===== src/design/cnms_pkg.sv =====
`timescale 1ns / 1ps
// ----------------------------------------------------------------------------
// cnms_pkg
// Shared types and constants of the cross-neighbour mean smoother.
// ----------------------------------------------------------------------------
package cnms_pkg;

   // fixed field widths
   localparam int SAMPLE_W    = 16;
   localparam int ROW_OUT_W   = 10;
   localparam int COL_OUT_W   = 10;
   localparam int CFG_W       = 11;
   localparam int CSR_INDEX_W = 1;
   localparam int COUNT_W     = 3;

   localparam logic [CFG_W-1:0] CFG_RESET = 11'd1024;

   // item opcodes
   localparam logic OP_SAMPLE = 1'b0;
   localparam logic OP_DRAIN  = 1'b1;

   // register indexes
   localparam logic [CSR_INDEX_W-1:0] REG_ROW_COUNT    = 1'b0;
   localparam logic [CSR_INDEX_W-1:0] REG_COLUMN_COUNT = 1'b1;

   typedef struct packed {
      logic                op;
      logic [SAMPLE_W-1:0] sample;
   } cnms_req_type;

   typedef struct packed {
      logic [SAMPLE_W-1:0]  smoothed;
      logic [ROW_OUT_W-1:0] out_row;
      logic [COL_OUT_W-1:0] out_column;
      logic                 frame_end;
   } cnms_rsp_type;

   // position and flag of a result in flight
   typedef struct packed {
      logic [ROW_OUT_W-1:0] row;
      logic [COL_OUT_W-1:0] col;
      logic                 frame_end;
   } cnms_meta_type;

   // which store taps join the sum
   typedef struct packed {
      logic               swap;
      logic               use_left;
      logic               use_right;
      logic               use_below;
      logic [COUNT_W-1:0] count;
   } cnms_taps_type;

endpackage


===== src/design/cnms_div.sv =====
`timescale 1ns / 1ps
// ----------------------------------------------------------------------------
// cnms_div
// Two-stage divider of a sum by a count of 1 to 5, one hex digit per step.
// ----------------------------------------------------------------------------
module cnms_div #(
   parameter int SUM_W = 19
) (
   input  logic                            clock,
   input  logic                            reset,
   input  logic                            in_valid,
   output logic                            in_ready,
   input  logic [SUM_W-1:0]                in_sum,
   input  logic [cnms_pkg::COUNT_W-1:0]    in_count,
   input  cnms_pkg::cnms_meta_type         in_meta,
   output logic                            out_valid,
   input  logic                            out_ready,
   output cnms_pkg::cnms_rsp_type          out_data
);
   import cnms_pkg::*;

   localparam int ND    = (SUM_W + 3) / 4;
   localparam int NH    = (ND + 1) / 2;
   localparam int NL    = ND - NH;
   localparam int PAD_W = 4 * ND;

   // {quotient digit, remainder}; val is below 16 * d
   function automatic logic [6:0] div_digit(input logic [6:0] val,
                                            input logic [COUNT_W-1:0] d);
      logic [3:0] q;
      logic [6:0] prod;
      logic [6:0] rem_full;
      q = '0;
      for (int k = 1; k < 16; k++) begin
         prod = 7'(k) * 7'(d);
         if (prod <= val) begin
            q = 4'(k);
         end
      end
      rem_full = val - 7'(q) * 7'(d);
      return {q, rem_full[2:0]};
   endfunction

   logic [PAD_W-1:0]   sum_pad;
   logic [4*NH-1:0]    q_hi;
   logic [2:0]         rem_hi;
   logic [4*NL-1:0]    q_lo;
   logic [2:0]         rem_lo;
   logic [PAD_W-1:0]   quot;
   logic               d1_ready, d2_ready;
   cnms_rsp_type       rsp_new;

   logic               d1_valid_ff, d1_valid_in;
   logic [4*NH-1:0]    d1_qhi_ff, d1_qhi_in;
   logic [2:0]         d1_rem_ff, d1_rem_in;
   logic [4*NL-1:0]    d1_low_ff, d1_low_in;
   logic [COUNT_W-1:0] d1_count_ff, d1_count_in;
   cnms_meta_type      d1_meta_ff, d1_meta_in;
   logic               d2_valid_ff, d2_valid_in;
   cnms_rsp_type       out_data_ff, out_data_in;

   assign d2_ready = !d2_valid_ff || out_ready;
   assign d1_ready = !d1_valid_ff || d2_ready;
   assign in_ready = d1_ready;

   // upper digits
   always_comb begin
      logic [6:0] step;
      sum_pad = PAD_W'(in_sum);
      rem_hi  = '0;
      q_hi    = '0;
      for (int i = 0; i < NH; i++) begin
         step = div_digit({rem_hi, sum_pad[PAD_W-1-4*i -: 4]}, in_count);
         q_hi[4*(NH-1-i) +: 4] = step[6:3];
         rem_hi = step[2:0];
      end
   end

   // lower digits
   always_comb begin
      logic [6:0] step;
      rem_lo = d1_rem_ff;
      q_lo   = '0;
      for (int i = 0; i < NL; i++) begin
         step = div_digit({rem_lo, d1_low_ff[4*NL-1-4*i -: 4]}, d1_count_ff);
         q_lo[4*(NL-1-i) +: 4] = step[6:3];
         rem_lo = step[2:0];
      end
   end

   assign quot = {d1_qhi_ff, q_lo};

   always_comb begin
      rsp_new.smoothed   = SAMPLE_W'(quot);
      rsp_new.out_row    = d1_meta_ff.row;
      rsp_new.out_column = d1_meta_ff.col;
      rsp_new.frame_end  = d1_meta_ff.frame_end;
   end

   assign d1_valid_in = d1_ready ? in_valid : d1_valid_ff;
   assign d1_qhi_in   = d1_ready ? q_hi : d1_qhi_ff;
   assign d1_rem_in   = d1_ready ? rem_hi : d1_rem_ff;
   assign d1_low_in   = d1_ready ? sum_pad[4*NL-1:0] : d1_low_ff;
   assign d1_count_in = d1_ready ? in_count : d1_count_ff;
   assign d1_meta_in  = d1_ready ? in_meta : d1_meta_ff;
   assign d2_valid_in = d2_ready ? d1_valid_ff : d2_valid_ff;
   assign out_data_in = d2_ready ? rsp_new : out_data_ff;

   always_ff @(posedge clock) begin
      if (reset) begin
         d1_valid_ff <= 1'b0;
         d2_valid_ff <= 1'b0;
      end else begin
         d1_valid_ff <= d1_valid_in;
         d2_valid_ff <= d2_valid_in;
      end
   end

   always_ff @(posedge clock) begin
      d1_qhi_ff   <= d1_qhi_in;
      d1_rem_ff   <= d1_rem_in;
      d1_low_ff   <= d1_low_in;
      d1_count_ff <= d1_count_in;
      d1_meta_ff  <= d1_meta_in;
      out_data_ff <= out_data_in;
   end

   assign out_valid = d2_valid_ff;
   assign out_data  = out_data_ff;

endmodule


===== config.mk =====
export PLATFORM = sky130hd
export DESIGN_NAME = cnms_div
export DESIGN_NICKNAME = d
export VERILOG_FILES = /design/src/design/cnms_pkg.sv /design/src/design/cnms_div.sv
export SDC_FILE = /design/constraint.sdc
export NUM_CORES = 1
export LEC_CHECK = 0
export BUFFER_PORTS_ARGS = -buffer_cell sky130_fd_sc_hd__buf_2
export CAP_MARGIN = 40
export CORE_ASPECT_RATIO = 1.4
export CORE_MARGIN = 1.5
export CORE_UTILIZATION = 25
export CTS_CLUSTER_DIAMETER = 120
export DETAILED_ROUTE_END_ITERATION = 8
export PLACE_DENSITY = 0.44
export SYNTH_ARGS = -nofsm -noshare
export SYNTH_HDL_FRONTEND = slang
export SYNTH_SLANG_ARGS = --single-unit

===== constraint.sdc =====
create_clock -name clock -period 13.5 [get_ports clock]
set_input_delay 1.35 -clock clock [delete_from_list [all_inputs] [get_ports clock]]
set_output_delay 1.35 -clock clock [all_outputs]
set_load 0.05 [all_outputs]

==> results.sh, run 1 <==
export IMPL_status="finished clean"
export IMPL_dp_hpwl_um=28200
export IMPL_period_share_pct=94.7
export IMPL_start_util_pct=25.3
export IMPL_cp_max_fo=9
export IMPL_port_buffers=85
export IMPL_synth_seq_area_share_pct=22.9
export IMPL_end_kind="flop"
export IMPL_htreeDepth=3
export IMPL_avgSynthCellArea_um2=9.74
export IMPL_cap_violations=0
export IMPL_hold_viol_final=0
export IMPL_setup_viol=0
export IMPL_use_met1_pct=15.8
export IMPL_layout_drive_gt1_share_pct=13.8
export IMPL_synth_top_area_share_pct=30.1
export IMPL_syn_to_final_growth_pct=15.0
export IMPL_final_cells=1761
export IMPL_final_nets=1530
export IMPL_antenna_found_initial=0
export IMPL_finalPower_mw=2.52
export IMPL_viasPerCell=5.12
export IMPL_tns_ps=0
export IMPL_grt_ovfl_total=0
export IMPL_vias=9010
export IMPL_drv_slew=0
export IMPL_insertion_delay_ps=370
export IMPL_pre_cts_ws_ps=273
export IMPL_die_area_um2=43900
export IMPL_grt_pass1_wl_um=53100
export IMPL_yosys_area_top_type="ha_1"
export IMPL_power_density_nw_per_um2=206
export IMPL_peakVddDrop_mv=0.0990
export IMPL_cts_root_buffer="clkbuf_16"
export IMPL_cts_buffers=9
export IMPL_antenna_left=0
export IMPL_clkSlewWorstSetupHoldPaths_ps=70
export IMPL_synthTopCellsByCount="ha_1, edfxtp_1, a21oi_1"
export IMPL_grt_max_degree=44
export IMPL_ioPinCount=86
export IMPL_first_iter_violations=328
export IMPL_critical_path_class="input port to flop"
export IMPL_cp_arrival_ps=12890
export IMPL_core_area_um2=42100
export IMPL_p_sw_mw=1.26
export IMPL_skew_ps=13.1
export IMPL_syn_nets=1414
export IMPL_use_met3_pct=1.11
export IMPL_p_seq_share_pct=13.6
export IMPL_layout_setup_ws_ps=722
export IMPL_cts_tree="built"
export IMPL_critPathMaxStageDelay_ps=630
export IMPL_rsz0062_at_grt="false"
export IMPL_start_kind="input port"
export IMPL_rows=89
export IMPL_grtUsageMet2_pct=33.5
export IMPL_power_leakage_nw=5.52
export IMPL_synth_seq_cells=82
export IMPL_slew_headroom_pct=43.8
export IMPL_comb_power_share_pct=76.3
export IMPL_cp_data_required_time_ps=13610
export IMPL_first_global_vias=9397
export IMPL_intPower_mw=1.25
export IMPL_hold_buffers=0
export IMPL_yosysWarnings=0
export IMPL_timing_hold_ws_ps=420
export IMPL_wl_per_cell_um=19.7
export IMPL_dpl_cell_count=1744
export IMPL_cts_max_path_buffers=2
export IMPL_synth_cell_type_count=92
export IMPL_die_h_um=247
export IMPL_cts_sinks=82
export IMPL_max_slew_worst_pin_slew_ps=834
export IMPL_top_usage_layer="met2"
export IMPL_max_freq_ghz=0.0783
export IMPL_synth_ff_type="edfxtp_1"
export IMPL_drcViolationCount=0
export IMPL_synthArstFlopShare_pct=0
export IMPL_synth_edf_count=80
export IMPL_totalWireLength_um=34700
export IMPL_clkPwrFrac_pct=10.1
export IMPL_gp_congestion=0.872
export IMPL_slowest_stage="fa_1"
export IMPL_finalCriticalPeriod_ps=12780
export IMPL_yosysMostFrequentCell="ha_1"
export IMPL_first_pass_iters=5
export IMPL_yosys_top_cells_area="ha_1, edfxtp_1, a21o_1, a21oi_1, fa_1"
export IMPL_min_path_type="flop to flop"
export IMPL_netlist_area_um2=10600
export IMPL_grt_usage_pct=16.2
export IMPL_synth_cells=1093
export IMPL_die_w_um=177
export IMPL_swShare_pct=50.2
-- flip-flops by register name (all words and copies together), names as in the netlist --
signal       count
d1_rem_ff        3
d1_valid_ff      1
d1_qhi_ff        8
d1_meta_ff      21
d1_count_ff      3
out_valid        1
out_data        37
d1_low_ff        8
-- stage by stage --
| stage | cell area [µm²] | util (%) |
|---|---|---|
| after floorplan | 10600 | - |
| after global placement | 11900 | 28.3 |
| after detailed placement | 11900 | 28.3 |
| after CTS | 12200 | 29.0 |
| after global routing | 12200 | 29.1 |
| final | 12200 | 29.1 |
-- power by group through the flow --
stage	logic [mW]	clock network (mW)	registers, mW
2_1_floorplan	1.32	0	0.397
3_3_place_gp	1.88	0	0.350
4_1_cts	1.93	0.266	0.344
6_report	1.92	0.254	0.344
5_1_grt	2.16	0.275	0.347
3_5_place_dp	1.92	0	0.350
-- layer usage --
| metal | vias up | routed length (µm) |
|---|---|---|
| li1 | 4450 | - |
| met1 | 4363 | 12800 |
| met2 | 139 | 20100 |
| met3 | 58 | 524 |
| met4 | 0 | 1290 |
| met5 | - | 0 |
-- kinds of logic after synthesis --
| group | count (synthesis) | synth area share, % |
|---|---|---|
| AOI/OAI and AO/OA | 337 | 22.0 |
| and+or+nand+nor | 288 | 14.7 |
| adders and majority gates | 274 | 33.5 |
| DFF | 82 | 22.9 |
| buffers and inverters | 73 | 2.69 |
| xor gates and xnor gates | 36 | 3.90 |
| muxes | 3 | 0.329 |
-- placed cells by master, fill, tap and decap left out, types with 6 or more instances in the layout --
cell type    n
and3_1      12
a21o_1      52
ha_1       256
nand3_1     39
a21oi_1     73
a31oi_1     14
nor3_1      12
nand2b_1    18
a21boi_0    16
nand2_1     38
xnor2_1     19
clkbuf_16    9
xor2_1       8
buf_2       85
o22ai_1     13
nand4_1     21
and4_1       8
or2_2       10
and2_1       8
inv_1       67
o211ai_1     7
edfxtp_1    80
o21a_1      36
a211oi_1     6
buf_4       22
nor2b_1     35
nor2_1      59
fa_1        18
o21ai_0     49
-- final timing paths --
check | start | end | slack, ps | cells after the start
setup / recovery | in_count[1] | d1_rem_ff[2] | 720 | 47
hold / removal | d1_meta_ff[6] | out_data[6] | 420 | 0
setup reg to reg | d1_count_ff[0] | out_data[24] | 4840 | 27
hold reg to reg | d1_meta_ff[6] | out_data[6] | 420 | 0
-- area by class of cell --
class	instances	area, µm²
Inverter	70	267
Antenna cell	1	2.50
Fill cell	4473	29900
Clock inverter	7	81.3
Tap cell	546	683
Clock buffer	9	225
Sequential cell	82	2440
Timing Repair Buffer	108	606
Multi-Input combinational cell	938	7940
-- critical path: cells and delay by family --
family          cells  cell delay, ps
fa+ha+maj          11            4090
xor+xnor           10            2530
compound gates     10            2260
simple gates       10            1800
buf+inv             6             810
-- what timing repair did --
item | 4_1_cts | 5_1_grt
setup buffers | 0 | 0
setup endpoints to repair | 0 | 1
endpoints found under the hold margin | 0 | 0
gates resized for setup | 0 | 3
Note: power is estimated with default switching activity, not from simulation.
==> run 2, diff against run 1 <==
Settings changed: CORE_MARGIN 1.5 to 2.
==> run 2 against run 1 <==
Net effect: first-iteration DRC count grew 32%; worst setup slack gained 97 ps; largest power group unchanged; clock skew grew 2.3 ps; critical endpoint unchanged; wire length shrank 0.68%; highest routed layer unchanged.
==> results.sh, run 2 (synthesized netlist as in run 1, its figures left out) <==
export IMPL_cts_max_path_buffers=2
export IMPL_ioPinCount=86
export IMPL_die_h_um=248
export IMPL_final_cell_mix="ha_1, buf_2, edfxtp_1"
export IMPL_p_sw_mw=1.27
export IMPL_critPathMaxStageDelay_ps=620
export IMPL_die_area_um2=44300
export IMPL_nFillCells=4476
export IMPL_totalWireLength_um=34500
export IMPL_slowest_stage="fa_1"
export IMPL_cts_root_buffer="clkbuf_16"
export IMPL_layout_drive_gt1_share_pct=13.8
export IMPL_rsz0062_at_grt="false"
export IMPL_grt_max_degree=45
export IMPL_rows=89
export IMPL_cts_buffers=9
export IMPL_final_nets=1529
export IMPL_die_w_um=178
export IMPL_peakVddDrop_mv=0.0744
export IMPL_final_cells=1759
export IMPL_reg2reg_from="d1_count_ff[0]"
export IMPL_end_kind="flop"
export IMPL_antenna_found_initial=0
export IMPL_cts_resized=0
export IMPL_gp_congestion=0.864
export IMPL_top_layer="met4"
export IMPL_start_kind="input port"
export IMPL_first_global_vias=9375
export IMPL_power_leakage_nw=5.51
export IMPL_power_density_nw_per_um2=206
export IMPL_wl_met1_um=12900
export IMPL_finalCriticalPeriod_ps=12680
export IMPL_dpl_cell_count=1743
export IMPL_clkPwrFrac_pct=10.1
export IMPL_crit_start="in_count[1]"
export IMPL_cp_max_fo=10
export IMPL_largest_register_ffs=37
export IMPL_drcViolationCount=0
export IMPL_grt_ovfl_total=0
export IMPL_tns_ps=0
export IMPL_hold_start="d1_qhi_ff[2]"
export IMPL_drv_slew=0
export IMPL_cap_violations=0
export IMPL_intPower_mw=1.25
export IMPL_cp_arrival_ps=12790
export IMPL_antenna_left=0
export IMPL_dp_hpwl_um=27900
export IMPL_max_slew_worst_pin_slew_ps=832
export IMPL_grt_usage_pct=15.8
export IMPL_insertion_delay_ps=370
export IMPL_cts_sinks=82
export IMPL_mostFrequentLayoutCell="ha_1"
export IMPL_cp_data_required_time_ps=13610
export IMPL_setup_viol=0
export IMPL_cts_tree="built"
export IMPL_grt_pass1_wl_um=52600
export IMPL_comb_power_share_pct=76.3
export IMPL_crit_buf_inv=7
export IMPL_slew_headroom_pct=43.9
export IMPL_core_area_um2=42100
export IMPL_min_path_type="flop to flop"
export IMPL_period_share_pct=93.9
export IMPL_critical_path_class="input port to flop"
export IMPL_wl_met3_um=695
export IMPL_hold_buffers=0
export IMPL_cts_setup_buffers=0
export IMPL_vias=8974
export IMPL_p_seq_share_pct=13.6
export IMPL_port_buffers=85
export IMPL_critPathMostFrequentCell="ha_1"
export IMPL_hold_viol_final=0
export IMPL_viasPerCell=5.10
export IMPL_syn_to_final_growth_pct=14.9
export IMPL_clkSlewWorstSetupHoldPaths_ps=70
export IMPL_status="finished clean"
export IMPL_swShare_pct=50.3
export IMPL_htreeDepth=3
export IMPL_critPathTopFamily="adder cells"
export IMPL_skew_ps=15.4
export IMPL_start_util_pct=25.3
export IMPL_max_freq_ghz=0.0789
export IMPL_met2WireLength_um=19500
export IMPL_wl_per_cell_um=19.6
export IMPL_antenna_cells=0
export IMPL_first_iter_violations=434
export IMPL_first_pass_iters=5
==> run 2: cell type report <==
class                           count  area (µm²)  share of cell area, %
Multi-Input combinational cell    938        7950                   65.0
Sequential cell                    82        2440                   20.0
Tap cell                          546         683                   5.58
Timing Repair Buffer              107         598                   4.89
Inverter                           70         267                   2.18
Clock buffer                        9         225                   1.84
Clock inverter                      7        71.3                  0.583
==> run 2: path summary, 6_finish.rpt <==
| check | endpoint | slack [ps] | depth (start not counted) |
|---|---|---|---|
| setup / recovery | d1_rem_ff[2] | 820 | 50 |
| hold / removal | out_data[31] | 420 | 0 |
| setup reg to reg | out_data[24] | 4750 | 27 |
| hold reg to reg | out_data[31] | 420 | 0 |
==> run 2: per-stage QoR <==
step                      hold slack, ps  total power, mW  worst slack, ps  instance area, µm²  utilization, %
final                                417             2.52              819               12200            29.1
after global routing                 420             2.77             81.9               12200            29.1
after CTS                            415             2.53              488               12200            29.0
after detailed placement             406             2.26              108               11900            28.3
after global placement               400             2.23              369               11900            28.2
after floorplan                      400             1.72             1600               10600               -
==> run 2: routing by layer <==
metal | GRT usage [%] | vias up
met5 | 0 | -
met4 | 7.34 | 0
met3 | 1.40 | 61
met1 | 15.7 | 4320
met2 | 32.3 | 156
li1 | - | 4437
==> run 2: worst register-to-register path, cell delays in order, from the launching register on <==
cell      delay, ps
edfxtp_1        810
fa_1            590
ha_1            300
fa_1            420
xor2_1          460
ha_1            350
o21a_1          110
o21a_1          170
o221ai_1        370
a31oi_1          80
o221ai_1        180
a21boi_0        150
o21ai_0         290
a21bo_2         240
and2_1          140
ha_1            250
fa_1            440
xnor2_1         150
xnor2_1         140
xnor2_1         310
xnor3_1         620
ha_1            400
and4_1          210
a31oi_1         250
nand2_1         110
a311o_1         290
or2_2           300
or3_1           380
==> run 2: power by group through the flow <==
stage / clock [mW] / combinational, mW / sequential (mW)
3_5_place_dp: 0 / 1.91 / 0.349
6_report: 0.253 / 1.92 / 0.343
3_3_place_gp: 0 / 1.88 / 0.349
5_1_grt: 0.271 / 2.15 / 0.346
4_1_cts: 0.265 / 1.93 / 0.344
2_1_floorplan: 0 / 1.32 / 0.397
==> run 3, diff against run 2 <==
Settings changed: CORE_UTILIZATION 25 to 30, PLACE_DENSITY 0.44 to 0.5, REMOVE_ABC_BUFFERS set to 1.
==> run 3 against run 2 <==
Net effect: final cell count shrank 5.1%; first-iteration DRC count decreased by 18%; critical path depth fell by 2; clock power rose by 4%; combinational power hardly changed; non-clock buffer count increased by 1; register-to-register slack got worse by 60 ps; worst setup slack worse by 58 ps; sequential power about the same; die area down 16%; worst hold slack worse by 1.1 ps; largest cell class unchanged.
==> results.sh, run 3 (synthesized netlist as in run 1, its figures left out) <==
export IMPL_min_path_type="flop to flop"
export IMPL_cap_violations=0
export IMPL_finalCriticalPeriod_ps=12740
export IMPL_final_nets=1530
export IMPL_start_kind="input port"
export IMPL_cts_buffers=9
export IMPL_die_h_um=227
export IMPL_ioPinCount=86
export IMPL_grt_pass1_wl_um=51200
export IMPL_fin_area_um2=12200
export IMPL_critPathTopFamily="adder cells"
export IMPL_critPathMaxStageDelay_ps=650
export IMPL_htreeDepth=3
export IMPL_final_cells=1670
export IMPL_placed_cell_area_um2=11800
export IMPL_antenna_found_initial=0
export IMPL_dpl_cell_count=1653
export IMPL_crit_buf_inv=5
export IMPL_multiInputGateArea_um2=7950
export IMPL_cp_arrival_ps=12840
export IMPL_power_density_nw_per_um2=207
export IMPL_core_area_um2=35000
export IMPL_insertion_delay_ps=360
export IMPL_timing_hold_ws_ps=416
export IMPL_drv_slew=0
export IMPL_cp_data_required_time_ps=13600
export IMPL_cp_max_fo=9
export IMPL_whs_path_depth=0
export IMPL_r2r_cells=27
export IMPL_power_leakage_nw=5.54
export IMPL_port_buffers=85
export IMPL_drcViolationCount=0
export IMPL_vias=9064
export IMPL_rows=81
export IMPL_slew_headroom_pct=44.9
export IMPL_tns_ps=0
export IMPL_first_pass_iters=5
export IMPL_rsz0062_at_grt="false"
export IMPL_ff_latch_area_um2=2440
export IMPL_critical_path_class="input port to flop"
export IMPL_nFillCells=3563
export IMPL_layout_drive_gt1_share_pct=13.8
export IMPL_cts_tree="built"
export IMPL_syn_to_final_growth_pct=14.3
export IMPL_totalWireLength_um=32800
export IMPL_final_cell_mix="ha_1, buf_2, edfxtp_1"
export IMPL_max_freq_ghz=0.0785
export IMPL_slowest_stage="fa_1"
export IMPL_viasPerCell=5.43
export IMPL_grt_max_degree=44
export IMPL_skew_ps=10.8
export IMPL_finish_utilization_pct=34.8
export IMPL_hold_viol_final=0
export IMPL_die_area_um2=37000
export IMPL_largest_register_ffs=37
export IMPL_status="finished clean"
export IMPL_antenna_left=0
export IMPL_cts_root_buffer="clkbuf_16"
export IMPL_setup_viol=0
export IMPL_period_share_pct=94.4
export IMPL_wl_per_cell_um=19.7
export IMPL_max_slew_worst_pin_slew_ps=818
export IMPL_dp_hpwl_um=26700
export IMPL_hold_buffers=0
export IMPL_die_w_um=163
export IMPL_first_global_vias=9386
export IMPL_end_kind="flop"
export IMPL_start_util_pct=30.4
export IMPL_first_iter_violations=356
export IMPL_cts_sinks=82
export IMPL_antenna_cells=0
export IMPL_mostFrequentLayoutCell="ha_1"
export IMPL_crit_cells=48
export IMPL_grt_usage_pct=18.0
export IMPL_peakVddDrop_mv=0.0889
export IMPL_clkSlewWorstSetupHoldPaths_ps=70
export IMPL_cts_max_path_buffers=2
export IMPL_grt_ovfl_total=0
export IMPL_gp_congestion=0.918
==> run 3: repair_timing <==
item                                    4_1_cts  5_1_grt
endpoints found under the setup margin        0        1
resized for setup                             0        5
setup buffers                                 0        1
==> run 3: final timing paths <==
| check | start | to | slack [ps] |
|---|---|---|---|
| max | in_count[0] | d1_rem_ff[2] | 760 |
| min | d1_meta_ff[14] | out_data[14] | 420 |
| max reg2reg | d1_count_ff[0] | out_data[24] | 4690 |
| min reg2reg | d1_meta_ff[14] | out_data[14] | 420 |
==> run 3: metal layers <==
metal,GRT usage [%],vias to the layer above,share of wire [%]
met3,1.45,78,2.3
met5,0,-,0
li1,-,4453,-
met4,9.31,0,4.7
met2,35.8,193,56
met1,18.5,4340,37
==> run 3: power by group <==
group	total [mW]	switching [mW]	leakage, nW	internal, mW
sequential	0.343	0.0119	0.806	0.331
combinational	1.92	1.12	4.58	0.794
clock	0.264	0.117	0.150	0.147
total	2.52	1.25	5.54	1.27
==> run 3: metrics by stage <==
stage	setup slack [ps]	power, mW
after detailed placement	72.9	2.23
after CTS	437	2.51
after global placement	455	2.20
after global routing	10.5	2.80
after floorplan	1600	1.72
final	762	2.52
==> run 3: worst register-to-register path, cell delays in order, from the launching register on <==
cell	delay, ps
edfxtp_1	670
fa_1	740
ha_1	290
fa_1	560
ha_1	340
a21boi_0	190
o21a_1	130
o21a_1	100
o221ai_1	220
a31oi_1	260
o221ai_1	150
a21boi_0	350
o21ai_0	180
a21bo_2	280
and2_1	170
ha_1	310
fa_1	440
xnor2_1	150
xnor2_1	140
xnor2_1	300
xnor3_1	610
ha_1	390
and4_1	210
a31oi_1	290
nand2_1	120
a311o_1	290
or2_2	300
or3_1	380
==> run 3: layout make-up <==
type	instances	area share (%)
clock inverter	7	0.679
multi-input combinational	938	65.4
clock buffer	9	1.85
timing repair buffer	108	5.14
tap	456	4.69
inverter	70	2.19
sequential	82	20.1
